`src/design/qvr_pkg.sv`:
```
// Package: shared control type for the quaternion rotate pipeline.
package qvr_pkg;

  // Control that travels with each word down the pipeline.
  typedef struct packed {
    logic valid;
    logic degen;
  } qvr_ctl_t;

endpackage

```
`src/design/qvr_div.sv`:
```
// One divider lane: a quotient bit per stage, then saturation into the output register.
module qvr_div
  import qvr_pkg::*;
#(
  parameter  int DW  = 16,
  localparam int NW  = 2 * DW + 1,
  localparam int DNW = NW + 1,
  localparam int DVW = 3 * DW + 5,
  localparam int QW  = DW + 1,
  localparam int RW  = DNW + 1
) (
  input  logic                 clk,
  input  logic                 rst,
  input  logic                 en,
  input  qvr_ctl_t             ctl_in,
  input  logic       [DVW-1:0] dividend,
  input  logic       [DNW-1:0] den_in,
  input  logic                 neg_in,
  input  logic signed [DW-1:0] vin,
  output logic                 valid,
  output logic signed [DW-1:0] result,
  output logic                 clip,
  output logic                 degen
);

  localparam logic [QW-1:0] HALF    = QW'(1) << (DW - 1);
  localparam logic [QW-1:0] POS_MAX = HALF - QW'(1);

  // stage registers, one per quotient bit
  qvr_ctl_t              ctl  [1:QW];
  logic         [RW-1:0] rem  [1:QW];
  logic         [QW-1:0] lo   [1:QW];
  logic         [QW-1:0] quo  [1:QW];
  logic        [DNW-1:0] den  [1:QW];
  logic                  neg  [1:QW];
  logic signed  [DW-1:0] vec  [1:QW];

  // what each stage works on: lane input for stage zero, registers after
  qvr_ctl_t              at_ctl [QW];
  logic         [RW-1:0] at_rem [QW];
  logic         [QW-1:0] at_lo  [QW];
  logic         [QW-1:0] at_quo [QW];
  logic        [DNW-1:0] at_den [QW];
  logic                  at_neg [QW];
  logic signed  [DW-1:0] at_vec [QW];

  logic         [RW-1:0] trial [QW];
  logic                  ge    [QW];
  logic         [QW-1:0] qm;
  logic signed  [DW-1:0] result_next;
  logic                  clip_next;

  // partial remainder starts below the divisor
  always_comb begin
    at_ctl[0] = ctl_in;
    at_rem[0] = dividend[QW+RW-1:QW];
    at_lo[0]  = dividend[QW-1:0];
    at_quo[0] = '0;
    at_den[0] = den_in;
    at_neg[0] = neg_in;
    at_vec[0] = vin;
    for (int k = 1; k < QW; k++) begin
      at_ctl[k] = ctl[k];
      at_rem[k] = rem[k];
      at_lo[k]  = lo[k];
      at_quo[k] = quo[k];
      at_den[k] = den[k];
      at_neg[k] = neg[k];
      at_vec[k] = vec[k];
    end
  end

  always_comb begin
    for (int k = 0; k < QW; k++) begin
      trial[k] = {at_rem[k][RW-2:0], at_lo[k][QW-1]};
      ge[k]    = (trial[k] >= RW'(at_den[k]));
    end
  end

  always_ff @(posedge clk) begin
    if (rst) begin
      for (int k = 1; k <= QW; k++) begin
        ctl[k].valid <= 1'b0;
      end
      valid <= 1'b0;
    end else if (en) begin
      for (int k = 0; k < QW; k++) begin
        ctl[k+1] <= at_ctl[k];
        rem[k+1] <= ge[k] ? trial[k] - RW'(at_den[k]) : trial[k];
        lo[k+1]  <= at_lo[k] << 1;
        quo[k+1] <= {at_quo[k][QW-2:0], ge[k]};
        den[k+1] <= at_den[k];
        neg[k+1] <= at_neg[k];
        vec[k+1] <= at_vec[k];
      end
      valid  <= ctl[QW].valid;
      result <= result_next;
      clip   <= clip_next;
      degen  <= ctl[QW].degen;
    end
  end

  always_comb begin
    qm          = quo[QW];
    clip_next   = 1'b0;
    result_next = '0;
    if (ctl[QW].degen) begin
      result_next = vec[QW];
    end else if (!neg[QW]) begin
      if (qm > POS_MAX) begin
        result_next = DW'(POS_MAX);
        clip_next   = 1'b1;
      end else begin
        result_next = DW'(qm);
      end
    end else begin
      if (qm > HALF) begin
        result_next = DW'(-HALF);
        clip_next   = 1'b1;
      end else begin
        result_next = DW'(-qm);
      end
    end
  end

endmodule

```
`config.mk`:
```
export PLATFORM = sky130hd
export DESIGN_NAME = qvr_div
export DESIGN_NICKNAME = d
export VERILOG_FILES = /design/src/design/qvr_pkg.sv /design/src/design/qvr_div.sv
export SDC_FILE = /design/constraint.sdc
export NUM_CORES = 2
export LEC_CHECK = 0
export ABC_AREA = 1
export BUFFER_PORTS_ARGS = -buffer_cell sky130_fd_sc_hd__buf_2
export CELL_PAD_IN_SITES_DETAIL_PLACEMENT = 0
export CELL_PAD_IN_SITES_GLOBAL_PLACEMENT = 1
export CORE_AREA = 2 2 459 461
export DETAILED_ROUTE_END_ITERATION = 10
export DIE_AREA = 0 0 461 463
export PLACE_DENSITY_LB_ADDON = 0.1
export SETUP_SLACK_MARGIN = 0.4
export SLEW_MARGIN = 0
export SYNTH_ARGS = -nofsm -noshare
export SYNTH_HDL_FRONTEND = slang
export SYNTH_SLANG_ARGS = --single-unit
```
`constraint.sdc`:
```
create_clock -name clk -period 109.7 [get_ports clk]
set_input_delay 10.97 -clock clk [delete_from_list [all_inputs] [get_ports clk]]
set_output_delay 10.97 -clock clk [all_outputs]
set_load 0.005 [all_outputs]
```
=== Word-level counts from Yosys, hierarchy flattened ===
Memory sizes are Yosys's and may differ from the RTL's.
Index checks and enable logic that the tools add are counted.

* Add/subtract/negate cells: 18
* Magnitude comparators: 19
* Mux-type cells: 46
* Bitwise gates (word level): 18
* Reduce and logical (&&, ||, !) cells: 1

{| class="wikitable"
|+ Operator list
! kind !! number
|-
| 35-bit by 34-bit >= comparator with 1-bit output || 17
|-
| 35-bit two-way mux || 17
|-
| 35-bit by 34-bit subtractor with 35-bit output || 17
|-
| 16-bit two-way mux || 4
|-
| 1-bit two-way mux || 25
|-
| 17-bit by 15-bit > comparator with 1-bit output (second input constant) || 1
|-
| 17-bit by 16-bit > comparator with 1-bit output (second input constant) || 1
|-
| 1-bit OR || 17
|-
| 16-bit negator || 1
|-
| 2-bit AND reduction || 1
|-
| 1-bit inverter || 1
|}

* Bits in registers: 19
* Bits in writable memories: 2057
* Bits of input ports: 109
* Output and inout bits: 19
* Word-level logic and storage cells: 113
* Memories: 7

{| class="wikitable"
|+ Memory list
! memory !! words !! bits a word !! read ports !! clocked after Yosys merged registers in !! wr ports !! line !! text
|-
| rem || 17 || 35 || 16 || 0 || 17 || qvr_div.sv:31 || <nowiki>logic [RW-1:0] rem [1:QW];</nowiki>
|-
| den || 17 || 34 || 16 || 0 || 17 || qvr_div.sv:34 || <nowiki>logic [DNW-1:0] den [1:QW];</nowiki>
|-
| quo || 17 || 17 || 17 || 0 || 17 || qvr_div.sv:33 || <nowiki>logic [QW-1:0] quo [1:QW];</nowiki>
|-
| lo || 17 || 16 || 16 || 0 || 17 || qvr_div.sv:32 || <nowiki>logic [QW-1:0] lo [1:QW];</nowiki>
|-
| vec || 17 || 16 || 17 || 0 || 17 || qvr_div.sv:36 || <nowiki>logic signed [DW-1:0] vec [1:QW];</nowiki>
|-
| ctl || 17 || 2 || 17 || 0 || 17 || qvr_div.sv:30 || <nowiki>qvr_ctl_t ctl [1:QW];</nowiki>
|-
| 1 more memories || n/a || n/a || n/a || n/a || n/a || n/a ||
|}

=== Depth between registers and ports, before layout ===
An unclocked memory read counts as a cell.

* Depth in word-level cells: 5
* Depth in mapped cells: 16
* Gate-level depth less buffers: 15

=== Least setup slack after synthesis ===
OpenSTA, ideal clock, no wires.

* Path kind: input to register
* Start point: input en
* End point: register ctl[0][11] (netlist name)
* Setup time: 151 ps
* Arrival: 101938 ps
* Data required time: 109549 ps
* Slack: 7610 ps
* Cell stages on the path: 5
* Path buffers: 1
* Path through: inv_1 > nor2_1 > clkinv_1 > clkbuf_1 > nor2_1

{| class="wikitable"
|+ RTL lines
! element !! line !! text
|-
| start, declared || qvr_div.sv:14 || <nowiki>input logic en,</nowiki>
|}

==> insert_results.sql <==
INSERT INTO impl_metrics (metric_group, metric, value, unit) VALUES
('critical_path', 'critical-path-top-cell-by-count', 'sky130_fd_sc_hd__buf_4', ''),
('floorplanning', 'fp.coreArea', '209000', 'sq um'),
('placed_design', 'place.port_buffers', '125', ''),
('timing', 'tightest_slew', '1.24', 'ns'),
('clock_tree', 'numCtsBuffers', '184', ''),
('critical_path', 'crit_path_max_incr_delay', '0.82', 'ns'),
('critical_path', 'critical_path_depth', '9', ''),
('yosys', 'synthSimpleGateAreaFrac', '0.260', ''),
('yosys', 'ys_seq_area_frac', '0.507', ''),
('drt', 'first_iter_violations', '6950', ''),
('layout', 'fillerInstances', '19490', ''),
('drt', 'drtPass1Iterations', '6', ''),
('critical_path', 'crit-reg2reg-launch', 'rem[0][67]', ''),
('clock_tree', 'ctsRootBufferMaster', 'sky130_fd_sc_hd__clkbuf_16', ''),
('floorplanning', 'placementRows', '168', ''),
('timing', 'timing.final.crit_share', '0.139', ''),
('floorplanning', 'floorplan.die.height', '463', 'um'),
('yosys', 'seq_cells_post_synth', '1719', ''),
('critical_path', 'critical_path.slowest_cell', 'sky130_fd_sc_hd__buf_4', ''),
('critical_path', 'rr_worst_depth', '10', ''),
('yosys', 'synth-warning-count', '0', ''),
('critical_path', 'critPathLaunchType', 'primary input', ''),
('global_route', 'initial_antenna_violation_count', '9', ''),
('global_route', 'grt_util_all_layers', '0.282', ''),
('placed_design', 'place_ws', '93.58', 'ns'),
('yosys', 'ys_dominant_reg_cell', 'sky130_fd_sc_hd__edfxtp_1', ''),
('yosys', 'synthAdderAreaFrac', '0.0745', ''),
('critical_path', 'cp_cell_sequence', 'buf_2, inv_1, nor2_4, buf_4, buf_4, buf_4, buf_4, buf_4, buf_4', ''),
('layout', 'design_area', '112000', 'sq um'),
('run', 'max_cap_violations', '0', ''),
('timing', 'final.setup.tns', '0', 'ns'),
('hold_path', 'hold_start', 'lo[0][55]', ''),
('timing', 'drv_slew', '0', ''),
('timing', 'report.final.hold_viol_count', '0', ''),
('layout', 'postLayoutCoreUtil', '0.535', ''),
('placed_design', 'dpl.hpwl', '242000', 'um'),
('drt', 'routed-via-count', '78658', ''),
('global_route', 'grt_pass1_wl', '452000', 'um'),
('critical_path', 'cp_max_fo', '74', ''),
('critical_path', 'worst-endpoint-arrival', '15.67', 'ns'),
('power', 'worst_ir_drop_vdd', '17.4', 'uV'),
('floorplanning', 'ios', '128', ''),
('power', 'power_leakage', '53.7', 'nW'),
('yosys', 'main_combinational_cell_family_by_area_after_synthesis', 'simple AND/OR/NAND/NOR gates', ''),
('clock_tree', 'clock_tree_from_tritoncts', 'yes', ''),
('layout', 'finalNetCount', '13192', ''),
('clock_tree', 'cts-root-to-sink-buffers', '3', ''),
('drt', 'remaining_drcs', '0', ''),
('placed_design', 'place_inst', '15106', ''),
('clock_tree', 'post_cts_sizing', '0', ''),
('timing', 'final_period_minus_worst_setup_slack', '15.20', 'ns'),
('drt', 'post_drt_wl_per_cell', '19.6', 'um'),
('yosys', 'synth-compound-area-share', '0.0383', ''),
('floorplanning', 'die_w', '461', 'um'),
('layout', 'layout-area-overhead-vs-synth', '9.61', '%'),
('global_route', 'number_of_global_route_vias_before_repair', '75534', ''),
('critical_path', 'setup.worst_path.start', 'en', ''),
('global_route', 'grt_max_degree', '159', ''),
('drt', 'routed_wirelength', '303000', 'um'),
('clock_tree', 'cts_post_setup_buffers_inserted', '0', ''),
('timing', 'setup_violations', '0', ''),
('timing', 'worst_clock_skew', '0.0970', 'ns'),
('outcome', 'outcome', 'finished, final reports clean', ''),
('layout', 'layout-drive-gt1-share', '0.0478', ''),
('yosys', 'synth_xor_xnor_area_share', '0.0257', ''),
('critical_path', 'worstSetupEndpointType', 'flop', ''),
('critical_path', 'worstPathRequired', '110.17', 'ns'),
('hold_path', 'min_delay_path_depth', '0', ''),
('yosys', 'synth.area.mux_share', '0', ''),
('yosys', 'synthArstFlopShare', '0', ''),
('yosys', 'post_synth_inst_count', '12264', '');
## cells by family after synthesis
logic type / Yosys count
AOI/OAI and AO/OA: 757
xor gates and xnor gates: 298
adders and majority gates: 596
buffers and inverters: 2374
DFF: 1719
and+or+nand+nor: 6520
## metal layers
layer | share of wire | track usage | vias up
met5 | 0 | 0 | -
met4 | 0.045 | 0.117 | 0
met3 | 0.055 | 0.0385 | 501
met2 | 0.45 | 0.451 | 2141
met1 | 0.45 | 0.384 | 36670
li1 | - | - | 39346
## power breakdown
part	switching (mW)	total [mW]	internal [mW]
Combinational	0.251	0.359	0.108
Clock	0.281	0.654	0.373
Sequential	0.0266	0.803	0.776
Total	0.559	1.82	1.26
## layout by cell type, fill, tap and decap left out, types with 6 or more instances in the layout
cell,Yosys,final
sky130_fd_sc_hd__nor3_1,97,96
sky130_fd_sc_hd__nand3b_1,83,83
sky130_fd_sc_hd__nand2_4,16,16
sky130_fd_sc_hd__a21oi_1,473,473
sky130_fd_sc_hd__bufinv_16,0,25
sky130_fd_sc_hd__inv_4,15,15
sky130_fd_sc_hd__inv_6,0,6
sky130_fd_sc_hd__clkinvlp_4,0,15
sky130_fd_sc_hd__clkinv_4,0,9
sky130_fd_sc_hd__buf_4,40,20
sky130_fd_sc_hd__inv_2,6,6
sky130_fd_sc_hd__o21bai_1,32,32
sky130_fd_sc_hd__and3_1,10,10
sky130_fd_sc_hd__nand3_1,594,594
sky130_fd_sc_hd__clkinv_1,2,33
sky130_fd_sc_hd__ha_1,580,580
sky130_fd_sc_hd__clkinv_16,0,15
sky130_fd_sc_hd__nand2_2,32,32
sky130_fd_sc_hd__o21ai_1,15,15
sky130_fd_sc_hd__nand4_1,48,48
sky130_fd_sc_hd__buf_2,8,125
sky130_fd_sc_hd__xor2_1,296,296
sky130_fd_sc_hd__or2_2,16,16
sky130_fd_sc_hd__o21ai_0,229,229
sky130_fd_sc_hd__clkbuf_16,0,184
sky130_fd_sc_hd__nor2_2,36,36
sky130_fd_sc_hd__fa_1,16,16
sky130_fd_sc_hd__clkbuf_1,5,27
sky130_fd_sc_hd__edfxtp_1,1718,1718
sky130_fd_sc_hd__nor2_1,791,790
sky130_fd_sc_hd__nand2_1,4734,4734
sky130_fd_sc_hd__nand3_2,29,29
sky130_fd_sc_hd__inv_1,2240,2240
sky130_fd_sc_hd__and2_1,16,16
sky130_fd_sc_hd__clkinv_2,0,32
## synthesized netlist by cell type (all sizes together) (83+ instances only)
cell    number  area, sq um
a21oi      478         2420
buf        106          993
edfxtp    1718        51600
nand3      623         3260
o21ai      244         1220
nor2       830         3230
ha         580         7260
nand2     4782        18100
xor2       296         2590
inv       2261         8520
nand3b      83          623
nor3       100          516
## sequential cells by signal, indices dropped and copies added (netlist names)
name and flops:
result 16, quo 153, degen 1, valid 1
rem 544, lo 136, ctl 34, neg 17
vec 272, den 544, clip 1
## cell type report
type / count / area (sq um) / share of cell area
antenna: 1 / 2.50 / 0.0000224
clock buffer: 211 / 4710 / 0.0422
clock inverter: 133 / 1720 / 0.0154
inverter: 2263 / 8530 / 0.0765
multi-input combinational: 8171 / 40600 / 0.364
sequential: 1719 / 51600 / 0.463
tap: 2805 / 3510 / 0.0315
timing repair buffer: 148 / 836 / 0.00749
## stage by stage
step	power, mW	hold slack (ns)
6_report	1.82	0.375
5_1_grt	1.90	0.369
4_1_cts	1.83	0.365
3_5_place_dp	1.17	0.405
3_3_place_gp	1.17	0.400
2_1_floorplan	1.13	0.400
## worst paths after layout
| kind | endpoint |
|---|---|
| max | den[0][550] |
| min | lo[0][72] |
| max reg2reg | rem[0][83] |
| min reg2reg | lo[0][72] |
## worst reg2reg max path: cells and delay by family (launching register included)
kind	cells	cell delay, ns
fa+ha+maj	1	0.35
buf+inv	2	0.34
flops	1	0.45
compound gates	1	0.25
simple gates	6	2.51
Power figures use the tool's default switching activity.
